$ cat config.mk
export PLATFORM = sky130hd
export DESIGN_NAME = midi_channel_message_filter_unit
export DESIGN_NICKNAME = d
export VERILOG_FILES = /design/src/mcmf_pkg.sv /design/src/mcmf_cfg.sv /design/src/mcmf_xform.sv /design/src/mcmf_emit.sv /design/src/midi_channel_message_filter_unit.sv
export SDC_FILE = /design/constraint.sdc
export NUM_CORES = 1
export LEC_CHECK = 0
export ABC_CLOCK_PERIOD_IN_PS = 19750
export BUFFER_PORTS_ARGS = -buffer_cell sky130_fd_sc_hd__buf_2
export CORE_UTILIZATION = 45
export DETAILED_ROUTE_END_ITERATION = 8
export HOLD_SLACK_MARGIN = 0.03
export PLACE_DENSITY = 0.67
export SETUP_SLACK_MARGIN = 0.15
export SLEW_MARGIN = 40
export SYNTH_ARGS = -nofsm -noshare
export SYNTH_HDL_FRONTEND = slang
export SYNTH_SLANG_ARGS = --single-unit
$ cat constraint.sdc
create_clock -name clk -period 19.75 [get_ports clk]
set_input_delay 3.95 -clock clk [delete_from_list [all_inputs] [get_ports clk]]
set_output_delay 3.95 -clock clk [all_outputs]
set_load 0.02 [all_outputs]
$ cat src/mcmf_pkg.sv
// ----------------------------------------------------------------------------
// mcmf_pkg
// Types and constants shared by the MIDI channel message filter modules.
// ----------------------------------------------------------------------------
package mcmf_pkg;

	localparam int unsigned CFG_INDEX_W = 3;
	localparam int unsigned CFG_DATA_W  = 40;
	localparam int unsigned TDATA_W     = 24;
	localparam int unsigned NUM_TYPES   = 6;

	// register indexes
	localparam logic [CFG_INDEX_W-1:0] REG_CHAN_NOTE_WIN = 3'd0;
	localparam logic [CFG_INDEX_W-1:0] REG_VEL_WIN       = 3'd1;
	localparam logic [CFG_INDEX_W-1:0] REG_VEL_GAIN      = 3'd2;
	localparam logic [CFG_INDEX_W-1:0] REG_TRANSPOSE     = 3'd3;
	localparam logic [CFG_INDEX_W-1:0] REG_TYPE_BLOCK    = 3'd4;
	localparam logic [CFG_INDEX_W-1:0] REG_CHAN_OVERRIDE = 3'd5;
	localparam logic [CFG_INDEX_W-1:0] REG_CC_MATCH      = 3'd6;
	localparam logic [CFG_INDEX_W-1:0] REG_CC_REMAP      = 3'd7;

	// status byte high nibble
	localparam logic [3:0] KIND_NOTE_OFF  = 4'h8;
	localparam logic [3:0] KIND_NOTE_ON   = 4'h9;
	localparam logic [3:0] KIND_POLY      = 4'hA;
	localparam logic [3:0] KIND_CC        = 4'hB;
	localparam logic [3:0] KIND_PROG      = 4'hC;
	localparam logic [3:0] KIND_PRESSURE  = 4'hD;
	localparam logic [3:0] KIND_BEND      = 4'hE;

	localparam logic [4:0] CHAN_KEEP = 5'd31;

	typedef enum logic [2:0] {
		TYPE_NOTE     = 3'd0,
		TYPE_POLY     = 3'd1,
		TYPE_CC       = 3'd2,
		TYPE_PROG     = 3'd3,
		TYPE_PRESSURE = 3'd4,
		TYPE_BEND     = 3'd5
	} msg_type_t;

	typedef struct packed {
		logic [4:0]        chan_lo;
		logic [4:0]        chan_hi;
		logic [6:0]        note_lo;
		logic [6:0]        note_hi;
		logic [6:0]        vel_lo;
		logic [6:0]        vel_hi;
		logic [11:0]       vel_gain;
		logic signed [7:0] transpose;
		logic [5:0]        type_block;
		logic [29:0]       chan_override;
		logic [34:0]       cc_match;
		logic [34:0]       cc_target;
		logic [4:0]        cc_enable;
	} cfg_t;

	typedef struct packed {
		logic [7:0] status;
		logic [6:0] data_first;
		logic [6:0] data_second;
		logic [1:0] byte_count;
	} msg_t;

	typedef struct packed {
		msg_t      msg;
		msg_type_t kind;
		logic      remap;
	} job_t;

endpackage

$ cat src/mcmf_cfg.sv
// ----------------------------------------------------------------------------
// mcmf_cfg
// Configuration register file, written through the index/data channel.
// ----------------------------------------------------------------------------
module mcmf_cfg (
	input  logic                              clk,
	input  logic                              arst_n,
	input  logic                              wr_en,
	input  logic [mcmf_pkg::CFG_INDEX_W-1:0]  wr_index,
	input  logic [mcmf_pkg::CFG_DATA_W-1:0]   wr_data,
	output mcmf_pkg::cfg_t                    cfg
);
	import mcmf_pkg::*;

	logic [23:0] chan_note_win_q;
	logic [13:0] vel_win_q;
	logic [11:0] vel_gain_q;
	logic [7:0]  transpose_q;
	logic [5:0]  type_block_q;
	logic [29:0] chan_override_q;
	logic [34:0] cc_match_q;
	logic [39:0] cc_remap_q;

	always_ff @(posedge clk or negedge arst_n) begin
		if (!arst_n) begin
			chan_note_win_q <= 24'hFE0201;
			vel_win_q       <= 14'h3F80;
			vel_gain_q      <= 12'h100;
			transpose_q     <= 8'h00;
			type_block_q    <= 6'h00;
			chan_override_q <= 30'h3FFFFFFF;
			cc_match_q      <= 35'h0;
			cc_remap_q      <= 40'h0;
		end else if (wr_en) begin
			case (wr_index)
				REG_CHAN_NOTE_WIN: chan_note_win_q <= wr_data[23:0];
				REG_VEL_WIN:       vel_win_q       <= wr_data[13:0];
				REG_VEL_GAIN:      vel_gain_q      <= wr_data[11:0];
				REG_TRANSPOSE:     transpose_q     <= wr_data[7:0];
				REG_TYPE_BLOCK:    type_block_q    <= wr_data[5:0];
				REG_CHAN_OVERRIDE: chan_override_q <= wr_data[29:0];
				REG_CC_MATCH:      cc_match_q      <= wr_data[34:0];
				REG_CC_REMAP:      cc_remap_q      <= wr_data[39:0];
				default: begin
				end
			endcase
		end
	end

	assign cfg.chan_lo       = chan_note_win_q[4:0];
	assign cfg.chan_hi       = chan_note_win_q[9:5];
	assign cfg.note_lo       = chan_note_win_q[16:10];
	assign cfg.note_hi       = chan_note_win_q[23:17];
	assign cfg.vel_lo        = vel_win_q[6:0];
	assign cfg.vel_hi        = vel_win_q[13:7];
	assign cfg.vel_gain      = vel_gain_q;
	assign cfg.transpose     = $signed(transpose_q);
	assign cfg.type_block    = type_block_q;
	assign cfg.chan_override = chan_override_q;
	assign cfg.cc_match      = cc_match_q;
	assign cfg.cc_target     = cc_remap_q[34:0];
	assign cfg.cc_enable     = cc_remap_q[39:35];

endmodule

$ cat src/mcmf_xform.sv
// ----------------------------------------------------------------------------
// mcmf_xform
// Single-pass message transform: filtering, channel override, transpose,
// velocity scaling and controller slot matching.
// ----------------------------------------------------------------------------
module mcmf_xform #(
	parameter int unsigned CC_SLOTS = 5
) (
	input  mcmf_pkg::cfg_t       cfg,
	input  mcmf_pkg::msg_t       msg,
	output logic                 keep,
	output mcmf_pkg::job_t       job,
	output logic [CC_SLOTS-1:0]  mask
);
	import mcmf_pkg::*;

	logic [3:0]           kind;
	logic [3:0]           chan;
	logic [4:0]           chan_num;
	logic                 voice;
	msg_type_t            mtype;
	logic [NUM_TYPES-1:0] type_oh;
	logic                 chan_ok;
	logic                 blocked;
	logic [4:0]           slot;
	logic [3:0]           out_chan;
	logic                 note_ok;
	logic signed [8:0]    note_sum;
	logic [6:0]           note_out;
	logic [18:0]          vel_prod;
	logic [10:0]          vel_scaled;
	logic [6:0]           vel_hi_clamp;
	logic [6:0]           vel_out;
	logic                 scale_vel;
	logic [CC_SLOTS-1:0]  cc_hit;
	logic [CC_SLOTS-1:0]  cc_take;

	always_comb begin
		kind  = msg.status[7:4];
		chan  = msg.status[3:0];
		voice = 1'b1;
		case (kind)
			KIND_NOTE_OFF, KIND_NOTE_ON: mtype = TYPE_NOTE;
			KIND_POLY:                   mtype = TYPE_POLY;
			KIND_CC:                     mtype = TYPE_CC;
			KIND_PROG:                   mtype = TYPE_PROG;
			KIND_PRESSURE:               mtype = TYPE_PRESSURE;
			KIND_BEND:                   mtype = TYPE_BEND;
			default: begin
				mtype = TYPE_NOTE;
				voice = 1'b0;
			end
		endcase
		type_oh = NUM_TYPES'(1) << mtype;

		chan_num = {1'b0, chan} + 5'd1;
		chan_ok  = (chan_num >= cfg.chan_lo) && (chan_num <= cfg.chan_hi);
		blocked  = |(type_oh & cfg.type_block);

		slot = '0;
		for (int t = 0; t < NUM_TYPES; t++) begin
			if (type_oh[t]) begin
				slot = slot | cfg.chan_override[5*t +: 5];
			end
		end
		out_chan = (slot == CHAN_KEEP) ? chan : slot[3:0];

		// transpose with clamp to 0..127
		note_ok  = (msg.data_first >= cfg.note_lo) && (msg.data_first <= cfg.note_hi);
		note_sum = $signed({cfg.transpose[7], cfg.transpose}) + $signed({2'b00, msg.data_first});
		if (note_sum < 9'sd0) begin
			note_out = 7'd0;
		end else if (note_sum > 9'sd127) begin
			note_out = 7'd127;
		end else begin
			note_out = note_sum[6:0];
		end

		// q4.8 velocity gain, high limit then low limit
		vel_prod     = 19'(cfg.vel_gain) * 19'(msg.data_second);
		vel_scaled   = vel_prod[18:8];
		vel_hi_clamp = (vel_scaled > {4'b0000, cfg.vel_hi}) ? cfg.vel_hi : vel_scaled[6:0];
		vel_out      = (vel_hi_clamp < cfg.vel_lo) ? cfg.vel_lo : vel_hi_clamp;
		scale_vel    = (kind == KIND_NOTE_ON) && (msg.data_second != 7'd0);

		for (int i = 0; i < CC_SLOTS; i++) begin
			cc_hit[i]  = (cfg.cc_match[7*i +: 7] == msg.data_first);
			cc_take[i] = cc_hit[i] & cfg.cc_enable[i];
		end

		keep                 = voice & chan_ok & ~blocked;
		job.msg.status       = {kind, out_chan};
		job.msg.data_first   = msg.data_first;
		job.msg.data_second  = msg.data_second;
		job.msg.byte_count   = msg.byte_count;
		job.kind             = mtype;
		job.remap            = 1'b0;
		mask                 = CC_SLOTS'(1);

		case (mtype)
			TYPE_NOTE, TYPE_POLY: begin
				keep               = keep & note_ok;
				job.msg.data_first = note_out;
				if (scale_vel) begin
					job.msg.data_second = vel_out;
				end
			end
			TYPE_CC: begin
				if (|cc_hit) begin
					job.remap = 1'b1;
					mask      = cc_take;
					keep      = keep & (|cc_take);
				end
			end
			default: begin
			end
		endcase
	end

endmodule

$ cat src/mcmf_emit.sv
// ----------------------------------------------------------------------------
// mcmf_emit
// Result register; walks the controller slot mask, one result per transfer.
// ----------------------------------------------------------------------------
module mcmf_emit #(
	parameter int unsigned CC_SLOTS = 5
) (
	input  logic                            clk,
	input  logic                            arst_n,
	input  logic                            load,
	input  mcmf_pkg::job_t                  load_job,
	input  logic [CC_SLOTS-1:0]             load_mask,
	input  logic [34:0]                     cc_target,
	output logic                            free,
	output logic                            m_tvalid,
	input  logic                            m_tready,
	output logic [mcmf_pkg::TDATA_W-1:0]    m_tdata,
	output logic [2:0]                      m_tuser,
	output logic                            m_tlast
);
	import mcmf_pkg::*;

	logic                valid_s2;
	job_t                job_s2;
	logic [CC_SLOTS-1:0] mask_s2;
	logic [CC_SLOTS-1:0] lowest;
	logic [CC_SLOTS-1:0] rest;
	logic [6:0]          target;
	logic [6:0]          data_first;
	logic                fire;

	assign lowest  = mask_s2 & (~mask_s2 + CC_SLOTS'(1));
	assign rest    = mask_s2 & ~lowest;
	assign m_tlast = (rest == '0);
	assign fire    = valid_s2 & m_tready;
	assign free    = ~valid_s2 | (m_tready & m_tlast);

	always_comb begin
		target = '0;
		for (int i = 0; i < CC_SLOTS; i++) begin
			if (lowest[i]) begin
				target = target | cc_target[7*i +: 7];
			end
		end
		data_first = job_s2.remap ? target : job_s2.msg.data_first;
	end

	always_ff @(posedge clk or negedge arst_n) begin
		if (!arst_n) begin
			valid_s2 <= 1'b0;
			mask_s2  <= '0;
		end else if (load) begin
			valid_s2 <= 1'b1;
			mask_s2  <= load_mask;
		end else if (fire) begin
			valid_s2 <= ~m_tlast;
			mask_s2  <= rest;
		end
	end

	always_ff @(posedge clk) begin
		if (load) begin
			job_s2 <= load_job;
		end
	end

	assign m_tvalid = valid_s2;
	assign m_tdata  = {job_s2.msg.byte_count, job_s2.msg.data_second, data_first,
		job_s2.msg.status};
	assign m_tuser  = job_s2.kind;

endmodule

$ cat src/midi_channel_message_filter_unit.sv
// path: input transfer -> input register -> result register -> first result
// throughput: one message per cycle unless the output stalls; a controller
// message matching k enabled slots holds the result register for k transfers
// reset: arst_n clears the valid flags of both pipeline stages and loads every
// configuration register with its default; no clearing pass
// ----------------------------------------------------------------------------
// midi_channel_message_filter_unit
// Stateless MIDI channel voice message filter, remapper and transposer.
// ----------------------------------------------------------------------------
module midi_channel_message_filter_unit #(
	parameter int unsigned CC_SLOTS = 5
) (
	input  logic                               clk,
	input  logic                               arst_n,
	input  logic                               cfg_valid,
	output logic                               cfg_ready,
	input  logic [mcmf_pkg::CFG_INDEX_W-1:0]   cfg_index,
	input  logic [mcmf_pkg::CFG_DATA_W-1:0]    cfg_data,
	input  logic                               s_tvalid,
	output logic                               s_tready,
	// status_byte, data_first, data_second, byte_count
	input  logic [mcmf_pkg::TDATA_W-1:0]       s_tdata,
	output logic                               m_tvalid,
	input  logic                               m_tready,
	// out_status, out_data_first, out_data_second, out_byte_count
	output logic [mcmf_pkg::TDATA_W-1:0]       m_tdata,
	// type_port
	output logic [2:0]                         m_tuser,
	output logic                               m_tlast
);
	import mcmf_pkg::*;

	cfg_t                cfg;
	logic                valid_s1;
	msg_t                msg_s1;
	logic                keep;
	job_t                job;
	logic [CC_SLOTS-1:0] mask;
	logic                emit_free;
	logic                s1_done;
	logic                load;

	assign cfg_ready = 1'b1;

	mcmf_cfg u_cfg (
		.clk      (clk),
		.arst_n   (arst_n),
		.wr_en    (cfg_valid & cfg_ready),
		.wr_index (cfg_index),
		.wr_data  (cfg_data),
		.cfg      (cfg)
	);

	assign s1_done  = valid_s1 & (~keep | emit_free);
	assign load     = valid_s1 & keep & emit_free;
	assign s_tready = ~valid_s1 | s1_done;

	always_ff @(posedge clk or negedge arst_n) begin
		if (!arst_n) begin
			valid_s1 <= 1'b0;
		end else if (s_tvalid & s_tready) begin
			valid_s1 <= 1'b1;
		end else if (s1_done) begin
			valid_s1 <= 1'b0;
		end
	end

	always_ff @(posedge clk) begin
		if (s_tvalid & s_tready) begin
			msg_s1.status      <= s_tdata[7:0];
			msg_s1.data_first  <= s_tdata[14:8];
			msg_s1.data_second <= s_tdata[21:15];
			msg_s1.byte_count  <= s_tdata[23:22];
		end
	end

	mcmf_xform #(
		.CC_SLOTS (CC_SLOTS)
	) u_xform (
		.cfg  (cfg),
		.msg  (msg_s1),
		.keep (keep),
		.job  (job),
		.mask (mask)
	);

	mcmf_emit #(
		.CC_SLOTS (CC_SLOTS)
	) u_emit (
		.clk       (clk),
		.arst_n    (arst_n),
		.load      (load),
		.load_job  (job),
		.load_mask (mask),
		.cc_target (cfg.cc_target),
		.free      (emit_free),
		.m_tvalid  (m_tvalid),
		.m_tready  (m_tready),
		.m_tdata   (m_tdata),
		.m_tuser   (m_tuser),
		.m_tlast   (m_tlast)
	);

`ifndef NO_ASSERTIONS
	// only controller remaps give more than one result
	a_single_result: assert property (@(posedge clk) disable iff (!arst_n)
		m_tvalid && (m_tuser != TYPE_CC) |-> m_tlast)
		else $error("non-controller result without last");

	// a run that is not finished keeps presenting results
	a_run_continues: assert property (@(posedge clk) disable iff (!arst_n)
		m_tvalid && m_tready && !m_tlast |=> m_tvalid)
		else $error("result run cut short");

	// every emitted status is a channel voice status
	a_voice_status: assert property (@(posedge clk) disable iff (!arst_n)
		m_tvalid |-> m_tdata[7] && (m_tdata[7:4] != 4'hF))
		else $error("non-voice status emitted");

	// the result register is loaded only when it can take a new message
	a_load_free: assert property (@(posedge clk) disable iff (!arst_n)
		load |-> emit_free && keep)
		else $error("result register overwritten");
`endif

endmodule

* Yosys cells after proc, flatten, opt, wreduce, memory -nomap -nowiden
Cells that the tools add are included.
** Cells by class
- $lt $le $gt $ge :: 8
- Multipliers :: 1
- Add/sub/neg operators :: 3
- Equal/unequal tests :: 22
- Mux-type cells :: 32
- Shifts and indexed selects :: 1
- Reduce and logical (&&, ||, !) cells :: 22
- Bitwise logic cells :: 37
** Operators with widths (count)
- $mux 7 :: 11
- $mux 5 :: 10
- $eq 7x7->1 :: 5
- $eq 4x4->1 const B :: 7
- $or 7x7->7 :: 4
- $or 5x5->5 :: 5
- $mul 12x7->19 :: 1
- $reduce_and 2->1 :: 8
- $and 1x1->1 :: 15
- $pmux 3 s5 :: 1
- $mux 14 :: 1
- $eq 3x3->1 const B :: 4
- $gt 11x7->1 :: 1
- $and 5x5->5 :: 2
- $not 5->5 :: 2
- $reduce_or 5->1 :: 2
- $add 8x8->9 :: 1
- $eq 3x2->1 const B :: 3
- $gt 9x8->1 const B :: 1
- $lt 9x1->1 const B :: 1
- $ge 7x7->1 :: 1
- $le 7x7->1 :: 1
- $lt 7x7->1 :: 1
- $mux 1 :: 7
- other kinds (20) :: 31
** Storage, ports and cells
- Bits in registers :: 228
- Logic and storage cells :: 147
- Input bits :: 72
- Output and inout port bits :: 31

* Logic depth before layout (Yosys ltp)
- Depth after elaboration :: 16
- Mapped depth :: 36
- Gate-level depth less buffers :: 35

* Modules after synthesis
From an unflattened synthesis, not the netlist that was laid out.
** Unflattened totals
- Cells, all modules :: 1196
- Area total of the unflattened synthesis :: 13955.9 sq um
** By module, submodules not included
- mcmf_cfg :: sequential area each 4287.9 sq um, cells an instance 366, area an instance 6421.2 sq um, instances 1
- mcmf_xform :: sequential area each 0.0 sq um, cells an instance 653, area an instance 5007.3 sq um, instances 1
- mcmf_emit :: sequential area each 991.0 sq um, cells an instance 146, area an instance 1727.9 sq um, instances 1
- midi_channel_message_filter_unit :: sequential area each 745.7 sq um, cells an instance 31, area an instance 799.5 sq um, instances 1

* Worst setup path after synthesis
Ideal clock, no wire load.
- Path kind :: in2out
- Start point :: input m_tready
- End point :: output s_tready
- Cell stages on the path :: 2
- Arrival time :: 4.267 ns
- Required time :: 15.800 ns
- Path buffers :: 0
- Setup slack :: 11.533 ns
- Cells stage by stage :: a21oi_1 nand2_1
** Between the ends
- Longest elaborated chain between the ends :: 5
** RTL lines
- start, declared :: line midi_channel_message_filter_unit.sv:24 : input logic m_tready,
- $and 1x1->1 :: line mcmf_emit.sv:36 : assign free = ~valid_s2 | (m_tready & m_tlast);
- $or 1x1->1 :: line mcmf_emit.sv:36
- $or 1x1->1 :: line midi_channel_message_filter_unit.sv:54 : assign s1_done = valid_s1 & (~keep | emit_free);
- $and 1x1->1 :: line midi_channel_message_filter_unit.sv:54
- $or 1x1->1 :: line midi_channel_message_filter_unit.sv:56 : assign s_tready = ~valid_s1 | s1_done;
- end, declared :: line midi_channel_message_filter_unit.sv:20 : output logic s_tready,
Every way passes these cells.

==> impl_metrics.ini <==
[run_status]
run_status = finished clean

[timing]
slew-limit-headroom = 0.401
final-setup-viol-count = 0
max_slew.worst_pin.slew_ns = 0.890
max_clock_freq_mhz = 118
tns_ns = 0
finalWorstSetupSlack_ns = 11.28
final_max_slew_viol_count = 0
final.period_utilization = 0.429
hold_viol_final = 0
fin_crit_ns = 8.47
grt_setup_unrepaired = no
fin_skew_ns = 0.0300

[worst_setup_path]
worst_ep_required_time_ns = 20.00
crit_fanout = 14
crit_slowest_cell = edfxtp_1
slowest_delay_ns = 0.63
crit_path_end_kind = register
worst_ep_arrival_time_ns = 8.72
worstSetupPathType = register to register
startpoint_type = register

[yosys]
syn-cell-area_sq_um = 13800
syn_inst = 1245
asyncSetResetFlopFracSynth = 0.772
yosys_most_used_dff = dfrtp_1
netlist-cell-type-count = 69
yosys_register_bits = 228
synth-seq-area-share = 0.438
synthesis.area_per_instance_sq_um = 11.1
synth_edf_count = 52
yosysWarnings = 0
synth_fp_nets = 1446

[place]
place.gp.congestion = 0.886
place_area_sq_um = 14500
dpl.hpwl_mm = 24.8
port_buffers = 101
post-place-ws_ns = 11.30

[floorplan]
io_pins = 103
dieArea_sq_um = 31300
placeableCoreArea_sq_um = 29900
floorplan.initialDensity = 0.461
fp.dieW_microns = 177
dieHeight_microns = 177
num_rows = 63

[drt]
drt_iter0_drc = 595
avgRoutedWirePerCell_microns = 19.6
vias_per_cell = 5.50
wl_mm = 33.9
detailroute.via_count = 9474
dr.pass1.iters = 4
drc_markers = 0
antenna_violating_nets_post_route = 0

[flow_run]
cap_violations = 0

[layout]
area.sequential_sq_um = 6020
antenna-diode-count = 0
flow.area_growth_from_synthesis_pct = 12.4
final_common_cell = mux2_2
drive_above_1_share = 0.271
fillers = 2649
layout.nets = 1515
final_core_util = 0.518
final_design_instance_area_without_fill_sq_um = 15500
layout_common_cells = mux2_2 (137), dfrtp_1 (129), nand2_1 (115)
multi_input_gate_area_sq_um = 7070

[clocking]
clock-root-buffer = clkbuf_16
post_cts.resized_instances = 0
tritoncts.num_buffers = 26
clk_pin_slew_worst_paths_ns = 0.06
post_cts_hold_buffer_count = 0
clock_path_buffers = 3
tritoncts_clock_tree = yes
htreeDepth = 1
postCtsSetupBuffers = 0
cts_sinks = 228
clock_insertion_delay_worst_skew_ns = 0.56

[global_route]
first_pass_grt_wire_length_mm = 53.4
pin_count_of_the_biggest_net_entering_global_routing = 63
overflow = 0
gr-usage-all-layers = 0.222
grt_antenna_before_repair = 1
via_count_of_the_first_global_routing_pass = 9484

[pwr]
fin_total_pwr_mw = 2.30
power.leakage_nw = 6.86
max-vdd-ir-drop_uv = 101
pwr_density_cell_nw_per_um2 = 149

[min_path]
worst_hold_path_type = register to register
==> path summary, 6_finish.rpt <==
| check | startpoint | end | slack, ns | cells past startpoint |
|---|---|---|---|---|
| max reg2reg | msg_s1[5] | u_emit.m_tdata[16] | 11.28 | 31 |
| min reg2reg | msg_s1[0] | u_emit.m_tdata[22] | 0.43 | 0 |
| min | msg_s1[0] | u_emit.m_tdata[22] | 0.43 | 0 |
| min in group asynchronous | arst_n | u_cfg.cc_match_q[28] | 3.35 | 1 |
| max | msg_s1[5] | u_emit.m_tdata[16] | 11.28 | 31 |
| max in group asynchronous | arst_n | u_cfg.vel_win_q[5] | 14.85 | 3 |
==> cells by family (layout without fill, tap and decap cells) <==
kind of cell,count (synthesis),count (layout),share of synthesized area
and+or+nand+nor,317,317,0.116
DFF,228,228,0.438
AOI/OAI and AO/OA,197,197,0.0947
buffers and inverters,171,260,0.0531
muxes,150,150,0.122
adders and majority gates,130,130,0.145
xor gates and xnor gates,51,51,0.0325
other,1,1,0.000272
==> where the power goes <==
group / internal [mW] / switching, mW
clock network: 0.305 / 0.205
logic: 0.505 / 0.632
registers: 0.583 / 0.0693
total: 1.39 / 0.906
==> metal layers <==
layer,up-vias,track usage,part of all wire
met4,2,0.0711,0.032
met5,-,0,0.00038
met1,4746,0.315,0.46
met2,226,0.350,0.45
li1,4429,-,-
met3,71,0.0331,0.051
==> flip-flops by register name, indices dropped and copies added, names as in the netlist, 6 cells and up <==
| name | cells |
|---|---|
| u_cfg.vel_gain_q | 12 |
| u_cfg.transpose_q | 8 |
| u_cfg.cc_remap_q | 40 |
| u_emit.job_s2 | 8 |
| u_cfg.vel_win_q | 14 |
| u_cfg.cc_match_q | 35 |
| u_cfg.chan_note_win_q | 24 |
| u_emit.m_tdata | 17 |
| msg_s1 | 24 |
| u_cfg.chan_override_q | 30 |
| u_cfg.type_block_q | 6 |
==> worst max-delay path: cells and delay by family (launching register included) <==
kind                     cells  cell delay (ns)
XOR/XNOR                     1             0.23
multiplexers                 1             0.29
flip-flops                   1             0.63
adder cells (fa/ha/maj)      7             3.01
AND/OR/NAND/NOR              8             1.52
AO/OA/AOI/OAI               11             2.31
buffers and inverters        3             0.16
==> per-stage QoR <==
| stage | instances | hold WS [ns] |
|---|---|---|
| 5_1_grt | 1724 | 0.441 |
| 3_5_place_dp | 1675 | 0.416 |
| 3_3_place_gp | 1675 | 0.405 |
| 4_1_cts | 1723 | 0.430 |
| 6_report | 1724 | 0.425 |
| 2_1_floorplan | 1245 | 0.400 |
==> area by class of cell <==
class | count | share of cell area
clock inverters | 17 | 0.0147
clock buffers | 31 | 0.0446
well taps | 390 | 0.0315
multi-input cells | 846 | 0.457
repair buffers | 111 | 0.0384
flip-flops and latches | 228 | 0.389
inverters | 101 | 0.0245
==> synth_stat cells, types with 7 or more instances <==
master | n | area (sq um)
a21oi_1 | 32 | 160
nand3_1 | 10 | 50.1
nand4_1 | 13 | 81.3
o21a_1 | 12 | 90.1
buf_4 | 21 | 158
nor3_1 | 7 | 35.0
edfxtp_1 | 52 | 1560
a221oi_1 | 7 | 61.3
nor2b_1 | 12 | 75.1
a31oi_1 | 9 | 56.3
xnor2_1 | 29 | 254
inv_1 | 101 | 379
buf_1 | 7 | 26.3
nor4_1 | 7 | 43.8
nand2b_1 | 9 | 56.3
ha_1 | 80 | 1000
and2_1 | 62 | 388
a21o_1 | 14 | 105
nand2_1 | 115 | 432
buf_2 | 8 | 40.0
fa_1 | 49 | 981
xor2_1 | 22 | 193
dfrtp_1 | 129 | 3230
clkbuf_1 | 34 | 128
o21ai_0 | 65 | 325
mux2_2 | 137 | 1540
mux2i_1 | 13 | 130
dfstp_2 | 47 | 1230
nor2_1 | 55 | 206
Power figures use the tool's default switching activity.
